[src/hdl/izh_pkg.sv]
// Shared types, constants and fixed-point helpers for the Izhikevich RK4 neuron.
package izh_pkg;

  localparam int QW   = 32;  // Q16.16 word
  localparam int FRAC = 16;
  localparam int HW   = 17;  // step size width
  localparam int NW   = 8;   // noise offset width
  localparam int AW   = 36;  // RK4 slope sum and multiplier A operand
  localparam int PW   = AW + QW;  // product width
  localparam int QDW  = 37;  // scaled increment before the divide by six
  localparam int IDXW = 3;

  localparam logic [IDXW-1:0] REG_A  = 3'd0;
  localparam logic [IDXW-1:0] REG_B  = 3'd1;
  localparam logic [IDXW-1:0] REG_C  = 3'd2;
  localparam logic [IDXW-1:0] REG_D  = 3'd3;
  localparam logic [IDXW-1:0] REG_K  = 3'd4;
  localparam logic [IDXW-1:0] REG_VR = 3'd5;
  localparam logic [IDXW-1:0] REG_VT = 3'd6;
  localparam logic [IDXW-1:0] REG_H  = 3'd7;

  localparam logic signed [QW-1:0] RST_A  = 32'sd65536;
  localparam logic signed [QW-1:0] RST_B  = 32'sd32768;
  localparam logic signed [QW-1:0] RST_C  = -32'sd1966080;
  localparam logic signed [QW-1:0] RST_D  = 32'sd524288;
  localparam logic signed [QW-1:0] RST_K  = 32'sd32768;
  localparam logic signed [QW-1:0] RST_VR = -32'sd3932160;
  localparam logic signed [QW-1:0] RST_VT = -32'sd3276800;
  localparam logic [HW-1:0]        RST_H  = 17'd6554;

  localparam logic signed [QW-1:0] Q_ONE = 32'sd65536;

  localparam int DIV_STEPS = 5;  // byte digits of the 40-bit dividend
  localparam int DCW       = 3;

  typedef struct packed {
    logic signed [QW-1:0] a;
    logic signed [QW-1:0] b;
    logic signed [QW-1:0] c;
    logic signed [QW-1:0] d;
    logic signed [QW-1:0] k;
    logic signed [QW-1:0] vr;
    logic signed [QW-1:0] vt;
    logic [HW-1:0]        h;
  } cfg_t;

  typedef enum logic [3:0] {
    M_NONE, M_K_DVR, M_B_DVR, M_P1_DVT, M_A_W, M_H_KV, M_H_KU, M_H_SV, M_H_SU
  } mul_sel_t;

  typedef enum logic [3:0] {
    WB_NONE, WB_P1, WB_T, WB_KV, WB_KU, WB_VS, WB_US, WB_QV, WB_QU, WB_NEW
  } wb_sel_t;

  typedef struct packed {
    logic     capture;
    logic     diff;
    mul_sel_t mul;
    wb_sel_t  wb;
    logic     half;
    logic     dbl;
    logic     acc_v;
    logic     acc_u;
    logic     div_start;
    logic     commit;
  } cmd_t;

  typedef struct packed {
    logic div_done;
    logic out_free;
    logic is_load;
  } status_t;

  localparam logic signed [PW-1:0] SAT_HI = PW'(32'sh7fff_ffff);
  localparam logic signed [PW-1:0] SAT_LO = $signed({{(PW-QW){1'b1}}, 32'h8000_0000});

  function automatic logic signed [QW-1:0] sat32(input logic signed [PW-1:0] x);
    logic signed [QW-1:0] r;
    if (x > SAT_HI) begin
      r = 32'sh7fff_ffff;
    end else if (x < SAT_LO) begin
      r = $signed(32'h8000_0000);
    end else begin
      r = x[QW-1:0];
    end
    return r;
  endfunction

  function automatic logic signed [PW-1:0] ext32(input logic signed [QW-1:0] x);
    return $signed({{(PW-QW){x[QW-1]}}, x});
  endfunction

endpackage

[src/hdl/izh_ctrl.sv]
// Controller: sequences the RK4 stages, final scaling, divide and commit.
module izh_ctrl
  import izh_pkg::*;
(
  input  logic    clk,
  input  logic    rst,
  input  logic    in_valid,
  output logic    in_ready,
  input  logic    req_type,
  input  status_t status,
  output cmd_t    cmd
);

  typedef enum logic [4:0] {
    S_IDLE   = 5'b00001,
    S_STAGE  = 5'b00010,
    S_FINAL  = 5'b00100,
    S_DIV    = 5'b01000,
    S_COMMIT = 5'b10000
  } state_t;

  state_t     state, state_next;
  logic [1:0] stage, stage_next;
  logic [3:0] step, step_next;
  logic       last_stage;

  assign last_stage = (stage == 2'd3);
  assign in_ready   = (state == S_IDLE);

  always_comb begin
    state_next = state;
    stage_next = stage;
    step_next  = step;
    cmd        = '0;
    cmd.mul    = M_NONE;
    cmd.wb     = WB_NONE;
    cmd.half   = (stage == 2'd0) || (stage == 2'd1);
    cmd.dbl    = (stage == 2'd1) || (stage == 2'd2);
    unique case (state)
      S_IDLE: begin
        if (in_valid) begin
          cmd.capture = 1'b1;
          stage_next  = '0;
          step_next   = '0;
          state_next  = req_type ? S_COMMIT : S_STAGE;
        end
      end
      S_STAGE: begin
        step_next = step + 1'b1;
        case (step)
          4'd0: cmd.diff = 1'b1;
          4'd1: cmd.mul = M_K_DVR;
          4'd2: begin cmd.wb = WB_P1; cmd.mul = M_B_DVR; end
          4'd3: begin cmd.wb = WB_T;  cmd.mul = M_P1_DVT; end
          4'd4: cmd.wb = WB_KV;
          4'd5: begin cmd.mul = M_A_W; cmd.acc_v = 1'b1; end
          4'd6: begin
            cmd.wb = WB_KU;
            if (!last_stage) cmd.mul = M_H_KV;
          end
          4'd7: begin
            cmd.acc_u = 1'b1;
            if (last_stage) begin
              step_next  = '0;
              state_next = S_FINAL;
            end else begin
              cmd.mul = M_H_KU;
              cmd.wb  = WB_VS;
            end
          end
          4'd8: begin
            cmd.wb     = WB_US;
            step_next  = '0;
            stage_next = stage + 1'b1;
          end
          default: step_next = '0;
        endcase
      end
      S_FINAL: begin
        step_next = step + 1'b1;
        case (step)
          4'd0: cmd.mul = M_H_SV;
          4'd1: begin cmd.wb = WB_QV; cmd.mul = M_H_SU; end
          4'd2: cmd.wb = WB_QU;
          default: begin
            cmd.div_start = 1'b1;
            step_next     = '0;
            state_next    = S_DIV;
          end
        endcase
      end
      S_DIV: begin
        if (status.div_done) begin
          cmd.wb     = WB_NEW;
          state_next = S_COMMIT;
        end
      end
      S_COMMIT: begin
        if (status.out_free) begin
          cmd.commit = 1'b1;
          state_next = S_IDLE;
        end
      end
      default: state_next = S_IDLE;
    endcase
  end

  always_ff @(posedge clk) begin
    if (rst) begin
      state <= S_IDLE;
      stage <= '0;
      step  <= '0;
    end else begin
      state <= state_next;
      stage <= stage_next;
      step  <= step_next;
    end
  end

endmodule

[config.mk]
export PLATFORM = sky130hd
export DESIGN_NAME = izh_ctrl
export DESIGN_NICKNAME = d
export VERILOG_FILES = /design/src/hdl/izh_pkg.sv /design/src/hdl/izh_ctrl.sv
export SDC_FILE = /design/constraint.sdc
export NUM_CORES = 1
export LEC_CHECK = 0
export ABC_AREA = 1
export BUFFER_PORTS_ARGS = -buffer_cell sky130_fd_sc_hd__buf_2
export CORE_UTILIZATION = 45
export DETAILED_ROUTE_END_ITERATION = 16
export PLACE_DENSITY_LB_ADDON = 0.15
export REMOVE_ABC_BUFFERS = 1
export SETUP_SLACK_MARGIN = 0.2
export SLEW_MARGIN = 20
export SYNTH_ARGS = -nofsm -noshare
export SYNTH_HDL_FRONTEND = slang
export SYNTH_SLANG_ARGS = --single-unit
[constraint.sdc]
create_clock -name clk -period 1.6 [get_ports clk]
set_clock_uncertainty 0.1 [all_clocks]
set_input_delay 0.08 -clock clk [delete_from_list [all_inputs] [get_ports clk]]
set_output_delay 0.08 -clock clk [all_outputs]
set_load 0.01 [all_outputs]
==> results by group, run 1 <==
Hold path
  • Hold Crit Class: primary input to flop

Yosys
  • Unique cell type count in the Yosys netlist: 28
  • Cells after Synth: between 150 and 200
  • Netlist Area Pre-Place: 1100 sq um
  • Seq/Total Area, Yosys: 0.201
  • FF+latch count, synth: 11
  • Yosys warnings: 0
  • Mapped Avg Cell Area: 6.41 sq um

Critical path
  • CP arrival: 1.96 ns
  • Critical Path Start Type: flop
  • Register-to-register setup slack: -0.26 ns
  • Crit path max fanout: 4
  • Worst Path Required: approximately 1.7 ns
  • Critical Path End Type: flop
  • Crit Path Category: flop to flop

Run status
  • Failing checks: setup timing
  • Outcome: complete, but fails checks

Power and ir drop
  • Sequential share of power: 0.184
  • Switching power: 1380 uW
  • Lkg Pwr: 0.000966 uW
  • Pint: 1290 uW
  • Combinational power share: 0.738
  • Cell Pwr Density: ~1400 nW/um^2
  • Clk network pwr share: 0.078
  • IR drop worst, VDD: approximately 0.0014 V
  • Sw frac: 0.518

Routing
  • Vias per inst: between 5 and 6
  • Post-route DRC: 0
  • Routed length per instance: 18.5 microns
  • Routed Antenna Nets: 0
  • Final Routed Wirelength: 4850 microns
  • Via count: about 1.5k
  • Initial DRT Pass Iterations: 4
  • DRT iter0 DRCs: 60

Clock tree
  • Clock Latency Late Sink: 0.29 ns
  • TritonCTS Sinks: 11
  • Htree depth: 1
  • Root buf cell: clkbuf_4
  • Clock Path Buffers: 2
  • CTS tree: done
  • Clock transition at the registers of the reported paths: 0.09 ns
  • Number of buffers created by CTS: 3

Timing
  • Tmin final: 1.86 ns
  • Setup TNS Final: -3.40 ns
  • Max-slew violations: 0
  • Fmax: about 540 MHz
  • Final hold vios: 0
  • RSZ-0062 raised after global routing: true
  • Final setup margin: -0.256 ns
  • Max_slew headroom: 0.807
  • Hold slack: 0.0988 ns
  • Setup-failing EPs final: 19
  • Fin crit share: 1.16
  • Worst slew pin tran: 0.287 ns

Final layout
  • Core Util, Final: 0.871
  • Ant diodes: 0
  • Commonest non-fill, non-tap cells in the layout: buf_4, nand2_1, buf_6
  • Commonest non-fill, non-tap cell in the layout: buf_4
  • Layout cells sized above 1: 0.681
  • Synth-to-Final Area Change: 79.2%
  • # fillers: between 100 and 150
  • Non-Filler Instances: 263
  • Fin nets: 250

Global routing
  • Global Route met1 Usage: 0.355
  • Grt met3 use: 0.0506
  • Initial antenna violation count: 0
  • Largest net degree at the start of global routing: 10
  • Layer with the highest usage: met2
  • Residual overflow from global routing: 0
  • Gr usage total: 0.318
  • Vias in the first global route: approximately 1.4k
  • Global-route wire length before repair: 6220 microns
  • Met2 Resource Use GR: 0.592

Placement
  • Port buffer count: 22
  • Placed Instances: approximately 240
  • Gpl congestion: ~0.84
  • Placement Setup Slack: -0.0459 ns
  • DP HPWL: roughly 2200 microns

Die
  • # IOs: 24
  • Core footprint: roughly 2300 sq um
  • Row Count: 17
  • Die H: 51.4 microns
  • Die area: 2640 sq um
  • Initial Util: 0.486
  • Die Wd: 51.4 microns

Run
  • Max cap viols: 0
[cell type report]
type                       instances  area [sq um]  share of cell area
tap                               28          35.0              0.0178
multi-input combinational        123          1010               0.515
inverter                          35           151              0.0771
sequential                        11           245               0.125
timing repair buffer              62           495               0.252
clock buffer                       4          26.3              0.0134
[power by group through the flow]
| stage | clock network (uW) | logic (uW) | registers [uW] |
|---|---|---|---|
| after floorplan | 0 | 905 | 430 |
| after global placement | 0 | 1210 | 436 |
| after detailed placement | 0 | 1240 | 441 |
| after CTS | 205 | 1610 | 464 |
| after global routing | 223 | 2100 | 497 |
| final | 207 | 1970 | 491 |
[sequential cells by signal, summed over array words and instances (netlist names)]
signal	cells
state	5
stage	2
step	4
[path summary, 6_finish.rpt]
check / start / endpoint / depth (start not counted)
setup / recovery: step[1]$_SDFFE_PP0P_ / state[0]$_SDFFE_PP1P_ / 9
hold / removal: status[2] / state[3]$_SDFFE_PP0P_ / 4
setup reg to reg: step[1]$_SDFFE_PP0P_ / state[0]$_SDFFE_PP1P_ / 9
hold reg to reg: step[1]$_SDFFE_PP0P_ / step[1]$_SDFFE_PP0P_ / 2
[cells by family (layout without fill, tap and decap cells)]
kind of cell    count (synthesis)  after routing  synth area share
compound gates                 18             18            0.0925
flops                          11             11             0.201
xor+xnor                        2              2            0.0160
buf+inv                        37            101             0.137
simple gates                   96             96             0.474
fa+ha+maj                       7              7            0.0799
[Yosys cell counts, drive strengths merged]
| cell | n | area share |
|---|---|---|
| ha | 7 | 0.080 |
| nor3 | 3 | 0.014 |
| nand3b | 1 | 0.0069 |
| or2 | 1 | 0.0057 |
| nor3b | 1 | 0.017 |
| nand3 | 18 | 0.11 |
| a21oi | 5 | 0.026 |
| clkinv | 2 | 0.0069 |
| nor2 | 30 | 0.13 |
| nand2 | 37 | 0.14 |
| dfxtp | 11 | 0.20 |
| o21ai | 13 | 0.066 |
| buf | 2 | 0.017 |
| xor2 | 2 | 0.016 |
| nand4 | 5 | 0.048 |
| inv | 33 | 0.11 |
[per-layer routing]
metal,vias up,wire length [microns]
li1,667,-
met1,715,1780
met2,121,2330
met3,36,440
met4,0,295
met5,-,0
[worst max-delay path, stage by stage, from the launching register on]
cell     delay, ns
dfxtp_4       0.38
buf_6         0.12
ha_4          0.17
o21ai_4       0.20
nand2_2       0.12
buf_6         0.14
nand2_4       0.06
nor3b_4       0.28
nand2_1       0.12
nand3_1       0.08
[timing repair]
| item | in CTS | in global routing |
|---|---|---|
| setup buffers | 17 | 5 |
| setup endpoints to repair | 26 | 27 |
| hold buffers | 1 | 0 |
| pin swaps | 17 | 14 |
| gates resized for setup | 84 | 43 |
| hold endpoints to repair | 2 | 0 |
[metrics by stage]
step                      instance area [sq um]  total power (uW)
after floorplan                            1080              1330
after global placement                     1350              1650
after detailed placement                   1350              1680
after CTS                                  1770              2280
after global routing                       1960              2820
final                                      1960              2660
Power figures use the tool's default switching activity.
==> run 2, diff against run 1 <==
--- a/config.mk
+++ b/config.mk
@@ -11,7 +11,7 @@
 export DETAILED_ROUTE_END_ITERATION = 16
 export PLACE_DENSITY_LB_ADDON = 0.15
 export REMOVE_ABC_BUFFERS = 1
-export SETUP_SLACK_MARGIN = 0.2
+export SETUP_SLACK_MARGIN = 0.3
 export SLEW_MARGIN = 20
 export SYNTH_ARGS = -nofsm -noshare
 export SYNTH_HDL_FRONTEND = slang
==> run 2 against run 1 <==
The flow still finishes with violations (setup timing). Hold slack worse by 0.055 ns. Global-route usage is 0.19 points higher. Clock power rose by 4%. Wire length down 0.35%. Critical endpoint is now cmd[8]. Largest power group unchanged.
==> results by group, run 2 (synthesis results as in run 1) <==
Clock tree
  • Clock Latency Late Sink: 0.30 ns
  • CTS tree: done
  • Htree depth: 1
  • Number of buffers created by CTS: 3
  • Clock Path Buffers: 2
  • TritonCTS Sinks: 11
  • Clock transition at the registers of the reported paths: 0.09 ns
  • Root buf cell: clkbuf_4

Run status
  • Failing checks: setup timing
  • Outcome: complete, but fails checks

Timing
  • Max-slew violations: 0
  • Setup-failing EPs final: 22
  • Final hold vios: 0
  • Worst slew pin tran: 0.307 ns
  • Fmax: 542 MHz
  • Max_slew headroom: 0.795
  • Final setup margin: -0.245 ns
  • Setup TNS Final: -3.27 ns
  • Tmin final: 1.84 ns
  • RSZ-0062 raised after global routing: true
  • Fin crit share: 1.15

Critical path
  • Crit path max fanout: 4
  • Crit path cell chain: inv_4 > ha_4 > inv_4 > nor3_2 > buf_4 > inv_2 > nand2_2 > o21ai_2 > nand2_1 > buf_2
  • Worst setup endpoint: cmd[8]
  • R2R Path End: state[4]$_SDFFE_PP0P_
  • Worst R2R Start: step[1]$_SDFFE_PP0P_
  • CP arrival: about 1.7 ns
  • Crit Path Category: flop to primary output
  • Reg2Reg Depth: 9
  • Max incr delay on CP: 0.40 ns
  • Worst Path Required: 1.42 ns
  • Critical Path End Type: primary output
  • Register-to-register setup slack: -0.20 ns
  • Critical Path Start Type: flop
  • CP most frequent cell: inv_4
  • Worst Setup SP: step[1]$_SDFFE_PP0P_
  • CP max-delay cell: dfxtp_4

Run
  • Max cap viols: 0

Placement
  • Placed Instances: 236
  • Placement Setup Slack: -0.0459 ns
  • DP HPWL: 2200 microns
  • Gpl congestion: about 0.84
  • DP Area: 1350 sq um
  • Port buffer count: 22

Routing
  • Routed Antenna Nets: 0
  • Post-route DRC: 0
  • Initial DRT Pass Iterations: 4
  • Routed length per instance: about 18 microns
  • Final Routed Wirelength: 4840 microns
  • Vias per inst: between 5 and 6
  • DRT iter0 DRCs: 53
  • Via count: ~1.5k

Die
  • Row Count: 17
  • Initial Util: 0.486
  • Die Wd: 51.4 microns
  • # IOs: 24
  • Die area: 2640 sq um
  • Core footprint: about 2300 sq um
  • Die H: 51.4 microns

Final layout
  • Synth-to-Final Area Change: 82.4%
  • Largest register by flop count: state
  • Ant diodes: 0
  • Non-Filler Instances: 265
  • Largest regs: state x5, step x4, stage x2
  • Fin area: 2000 sq um
  • Commonest non-fill, non-tap cell in the layout: buf_4
  • Commonest non-fill, non-tap cells in the layout: buf_4, buf_6, nand2_1
  • Layout cells sized above 1: 0.684
  • Fin nets: 252
  • Max FFs per register: 5

Hold path
  • Worst hold stages: 4
  • Hold Crit Class: primary input to flop

Global routing
  • Initial antenna violation count: 0
  • Residual overflow from global routing: 0
  • Vias in the first global route: 1389
  • Largest net degree at the start of global routing: 10
  • Gr usage total: 0.320
  • Global-route wire length before repair: 6250 microns

Power and ir drop
  • Lkg Pwr: 0.000981 uW
  • Total power: 2760 uW
  • IR drop worst, VDD: approximately 0.0014 V
  • Cell Pwr Density: 1380 nW/um^2
## run 2: final cells by class
cell class,instances,area [sq um]
Timing Repair Buffer,64,520
Tap cell,28,35.0
Sequential cell,11,243
Multi-Input combinational cell,123,1020
Inverter,35,154
Fill cell,118,255
Clock buffer,4,26.3
## run 2: how the worst min path moves through the flow
stage                   start               endpoint
floorplan                 rst   step[1]$_SDFFE_PP0P_
global placement          rst   step[1]$_SDFFE_PP0P_
detailed placement        rst   step[1]$_SDFFE_PP0P_
CTS                 status[2]  state[3]$_SDFFE_PP0P_
global route        status[2]  state[3]$_SDFFE_PP0P_
finish              status[2]  state[3]$_SDFFE_PP0P_
## run 2: metal layers
metal / vias to the layer above / GRT usage / routed length (microns)
li1: 669 / - / -
met1: 710 / 0.357 / 1780
met2: 98 / 0.596 / 2420
met3: 34 / 0.0506 / 348
met4: 0 / 0.126 / 291
met5: - / 0 / 0
## run 2: what timing repair did
action | 4_1_cts | 5_1_grt
hold endpoints to repair | 2 | 0
pin swaps | 18 | 15
hold buffers | 1 | 0
setup endpoints to repair | 28 | 28
resized for setup | 85 | 44
setup buffers | 19 | 5
## run 2: where the power goes
group	total (uW)	switching, uW	internal, uW
Sequential	482	120	362
Combinational	2060	1170	897
Clock	215	118	97.3
Total	2760	1400	1360
## run 2: critical path: cells and delay by family, from the launching register on
family	cells	cell delay (ns)
compound gates	1	0.15
fa+ha+maj	1	0.18
buf+inv	5	0.45
flops	1	0.40
simple gates	3	0.17
## run 2: per-stage QoR
stage                      util  hold WS (ns)
after detailed placement  0.599         0.191
after CTS                 0.801        0.0401
after global placement    0.599         0.192
after floorplan               -        0.0424
final                     0.887        0.0434
after global routing      0.887        0.0719
==> run 3, diff against run 2 <==
--- a/config.mk
+++ b/config.mk
@@ -5,10 +5,11 @@
 export SDC_FILE = /design/constraint.sdc
 export NUM_CORES = 1
 export LEC_CHECK = 0
-export ABC_AREA = 1
 export BUFFER_PORTS_ARGS = -buffer_cell sky130_fd_sc_hd__buf_2
+export CAP_MARGIN = 10
 export CORE_UTILIZATION = 45
 export DETAILED_ROUTE_END_ITERATION = 16
+export MAX_ROUTING_LAYER = met4
 export PLACE_DENSITY_LB_ADDON = 0.15
 export REMOVE_ABC_BUFFERS = 1
 export SETUP_SLACK_MARGIN = 0.3
==> run 3 against run 2 <==
The flow now stops in global routing (5_1_grt). Area after synthesis fell by 5.7%. Synthesized cell count is 16% lower.
==> results by group, run 3 <==
Run status
  • Outcome: did not finish
  • Halt Stage: global routing (5_1_grt)
  • Error: [ERROR DPL-0038] Utilization greater than 100%, impossible to legalize

Clock tree
  • Root buf cell: clkbuf_4
  • Clock Path Buffers: 2
  • Number of buffers created by CTS: 3
  • Htree depth: 1
  • TritonCTS Sinks: 11

Placement
  • Placement Setup Slack: -0.162 ns
  • DP HPWL: 2410 microns
  • Gpl congestion: 0.957
  • Placed Instances: 222
  • Port buffer count: 22

Yosys
  • Ys flop type: dfxtp_1
  • Netlist Area Pre-Place: 1030 sq um
  • Top post-synthesis cells by area: dfxtp_1, ha_1, o21ai_0
  • FF+latch count, synth: 11
  • Leading area contributor after synthesis: dfxtp_1
  • Unique cell type count in the Yosys netlist: 39
  • Top cells by count, synth: o21ai_0, nor2_1, dfxtp_1, nand2_1, inv_1
  • Most common cell in the netlist: o21ai_0
  • Area share of the largest cell type after synthesis: 0.213
  • Mapped Avg Cell Area: 7.18 sq um
  • Synth async-reset ratio: 0
  • Post-synth EDFFs: 0
  • Yosys warnings: 0
  • Seq/Total Area, Yosys: 0.213
  • Cells after Synth: 144

Die
  • # IOs: 24
  • Die H: 49.9 microns
  • Row Count: 16
  • Initial Util: 0.501
  • Die Wd: 49.9 microns

Timing
  • GRT worst endpoint: cmd[6]
  • WEP type: output port

Global routing
  • Largest net degree at the start of global routing: 14
## run 3: changes by cell type after synthesis, moves of 6 or more
cell,change
and3_1,+6
inv_1,-16
inv_2,-7
nand2_1,-20
nand2_2,-6
nand3_1,-7
nor2_1,-9
nor2b_1,+6
## run 3: cell families after synthesis
family,synth area share
buffers and inverters,0.0642
muxes,0.00969
DFF,0.213
and+or+nand+nor,0.416
AOI/OAI and AO/OA,0.212
adders and majority gates,0.0847
## run 3: timing repair
item | 4_1_cts
pin swaps | 20
hold buffers | 0
buffers inserted | 13
resized for setup | 81
endpoints found under the setup margin | 28
## run 3: through the flow
| stage | instance area (sq um) | TNS [ns] |
|---|---|---|
| floorplan | 1000 | -0.382 |
| global placement | 1420 | -0.571 |
| detailed placement | 1420 | -1.22 |
| CTS | 1850 | -1.84 |
==> run 4, diff against run 3 <==
--- a/config.mk
+++ b/config.mk
@@ -7,12 +7,11 @@
 export LEC_CHECK = 0
 export BUFFER_PORTS_ARGS = -buffer_cell sky130_fd_sc_hd__buf_2
 export CAP_MARGIN = 10
-export CORE_UTILIZATION = 45
+export CORE_AREA = 2 2 63 65
 export DETAILED_ROUTE_END_ITERATION = 16
-export MAX_ROUTING_LAYER = met4
+export DIE_AREA = 0 0 65 67
 export PLACE_DENSITY_LB_ADDON = 0.15
 export REMOVE_ABC_BUFFERS = 1
-export SETUP_SLACK_MARGIN = 0.3
 export SLEW_MARGIN = 20
 export SYNTH_ARGS = -nofsm -noshare
 export SYNTH_HDL_FRONTEND = slang
==> constraint.sdc (replaced) <==
create_clock -name clk -period 2.1 [get_ports clk]
set_clock_uncertainty 0.1 [all_clocks]
set_input_delay 0.105 -clock clk [delete_from_list [all_inputs] [get_ports clk]]
set_output_delay 0.105 -clock clk [all_outputs]
set_load 0.01 [all_outputs]
==> run 4 against run 3 <==
The run now ends clean. Area after synthesis did not move. Synthesized cell count unchanged.
==> results by group, run 4 <==
Run status
  • Outcome: completed

Final layout
  • Fin area: 1330 sq um
  • # fillers: 399
  • Ant diodes: 0
  • Commonest non-fill, non-tap cell in the layout: buf_2
  • Layout cells sized above 1: 0.254
  • Largest regs: state x5, step x4, stage x2
  • Max FFs per register: 5
  • Largest register by flop count: state
  • Synth-to-Final Area Change: 28.5%
  • Core Util, Final: 0.368
  • Commonest non-fill, non-tap cells in the layout: buf_2, o21ai_0, nor2_1
  • Fin nets: 184

Critical path
  • Crit path max fanout: 10
  • CP arrival: 1.75 ns
  • Critical Path End Type: primary output
  • Worst R2R Start: step[0]$_SDFFE_PP0P_
  • R2R Path End: state[3]$_SDFFE_PP0P_
  • Critical Path Start Type: flop
  • Register-to-register setup slack: 0.22 ns
  • Worst Path Required: 1.89 ns
  • Crit Path Category: flop to primary output
  • Reg2Reg Depth: 6

Yosys
  • Synth async-reset ratio: 0
  • Adder-Cell Fraction of Synth Area: 0.0847
  • Area share of the largest cell type after synthesis: 0.213
  • Netlist Area Pre-Place: around 1000 sq um
  • Multiplexer share of the synthesized area: 0.00969
  • Top post-synthesis cells by area: dfxtp_1, ha_1, o21ai_0
  • Yosys warnings: 0
  • Synth Area in Simple Gates: 0.416
  • FF+latch count, synth: 11
  • Post-synth EDFFs: 0
  • Leading area contributor after synthesis: dfxtp_1
  • Unique cell type count in the Yosys netlist: 39
  • Seq/Total Area, Yosys: 0.213
  • Mapped Avg Cell Area: 7.18 sq um
  • Ys flop type: dfxtp_1
  • Compound-Gate Fraction of Synth Area: 0.212
  • Top cells by count, synth: o21ai_0, nor2_1, dfxtp_1, nand2_1, inv_1
  • XOR/XNOR Fraction of Synth Area: 0
  • Most common cell in the netlist: o21ai_0
  • Cells after Synth: 144
  • Main combinational cell family by area after synthesis: simple AND/OR/NAND/NOR gates

Placement
  • DP HPWL: 2290 microns
  • Port buffer count: 22
  • Gpl congestion: 0.855
  • DP Area: 1220 sq um

Die
  • Die area: 4360 sq um
  • Die Wd: 65 microns
  • Core footprint: 3610 sq um
  • Initial Util: 0.287
  • # IOs: 24
  • Row Count: 22
  • Die H: 67 microns

Timing
  • Setup TNS Final: 0 ns
  • Setup-failing EPs final: 0
  • Fin crit share: 0.931
  • Worst slew pin tran: 0.473 ns
  • Max_slew headroom: 0.684
  • Fmax: 512 MHz
  • Tmin final: 1.95 ns
  • RSZ-0062 raised after global routing: false
  • Max-slew violations: 0
  • Final hold vios: 0

Hold path
  • Hold Crit Class: primary input to flop
  • Worst hold stages: 3
  • Hold Path End: state[1]$_SDFFE_PP0P_
  • Worst hold start: req_type

Routing
  • Vias per inst: around 5.3
  • Via count: 1147
  • Final Routed Wirelength: between 3000 and 4000 microns
  • Post-route DRC: 0
  • Initial DRT Pass Iterations: 4
  • Routed length per instance: between 10 and 15 microns
  • DRT iter0 DRCs: 63
  • Routed Antenna Nets: 0

Global routing
  • Initial antenna violation count: 0
  • Residual overflow from global routing: 0
  • Gr usage total: 0.149
  • Vias in the first global route: 1077
  • Largest net degree at the start of global routing: 14
  • Global-route wire length before repair: 5090 microns

Clock tree
  • Htree depth: 1
  • Clock transition at the registers of the reported paths: 0.06 ns
  • Number of buffers created by CTS: 3
  • Root buf cell: clkbuf_8
  • Post CTS Setup Buffer Count: 0
  • TritonCTS Sinks: 11
  • Clock Path Buffers: 2
  • Gates resized, CTS repair: 1
  • Clock Latency Late Sink: 0.24 ns
  • Hold buffer count at cts: 0
  • CTS tree: done

Power and ir drop
  • Lkg Pwr: ~0.00058 uW
  • Cell Pwr Density: 450 nW/um^2
  • IR drop worst, VDD: roughly 0.00032 V

Run
  • Max cap viols: 0
[run 4: cell counts after synthesis]
Identical to the previous run, type by type.
[run 4: power breakdown]
group          total, uW  switching, uW  internal (uW)
registers            237           20.0            217
clock network        220           89.5            131
logic                140           78.4           61.2
[run 4: kinds of logic after synthesis]
| group | Yosys count |
|---|---|
| buffers and inverters | 17 |
| and+or+nand+nor | 74 |
| DFF | 11 |
| adders and majority gates | 7 |
| AOI/OAI and AO/OA | 34 |
| muxes | 1 |
[run 4: how the worst max path moves through the flow]
stage                              start  slack, ns                    end
global placement    step[0]$_SDFFE_PP0P_       0.20   step[2]$_SDFFE_PP0P_
detailed placement  step[0]$_SDFFE_PP0P_       0.16   step[3]$_SDFFE_PP0P_
CTS                 step[0]$_SDFFE_PP0P_       0.04                 cmd[6]
global route        step[0]$_SDFFE_PP0P_      0.001                 cmd[6]
floorplan           step[0]$_SDFFE_PP0P_       0.38  state[3]$_SDFFE_PP0P_
finish              step[0]$_SDFFE_PP0P_       0.15                 cmd[6]
[run 4: routing by layer]
| metal | share of wire | vias to the layer above | GRT usage |
|---|---|---|---|
| met3 | 0.032 | 2 | 0.0186 |
| li1 | - | 576 | - |
| met5 | 0 | - | 0 |
| met1 | 0.49 | 553 | 0.192 |
| met4 | 0.0069 | 0 | 0.0399 |
| met2 | 0.47 | 16 | 0.260 |
[run 4: layout make-up]
type	count	area (sq um)	share of cell area
multi-input combinational	116	807	0.608
inverter	10	37.5	0.0283
clock buffer	3	41.3	0.0311
tap	48	60.1	0.0452
timing repair buffer	28	155	0.117
clock inverter	1	5.00	0.00377
sequential	11	221	0.167
[run 4: worst max-delay path: stages, from the launching register on]
cell and delay (ns):
dfxtp_1 0.47, ha_4 0.25, nor2b_1 0.21, o21ai_0 0.10, o21a_1 0.10, o311ai_1 0.21
buf_2 0.17
[run 4: stage by stage]
step	hold WS [ns]	setup slack [ns]	total power [uW]	instances
final	0.0439	0.145	597	217
after global routing	0.0575	0.00131	631	217
after CTS	0.0486	0.0432	594	217
after detailed placement	0.300	0.164	373	213
after global placement	0.302	0.197	374	213
after floorplan	0.0741	0.376	323	137
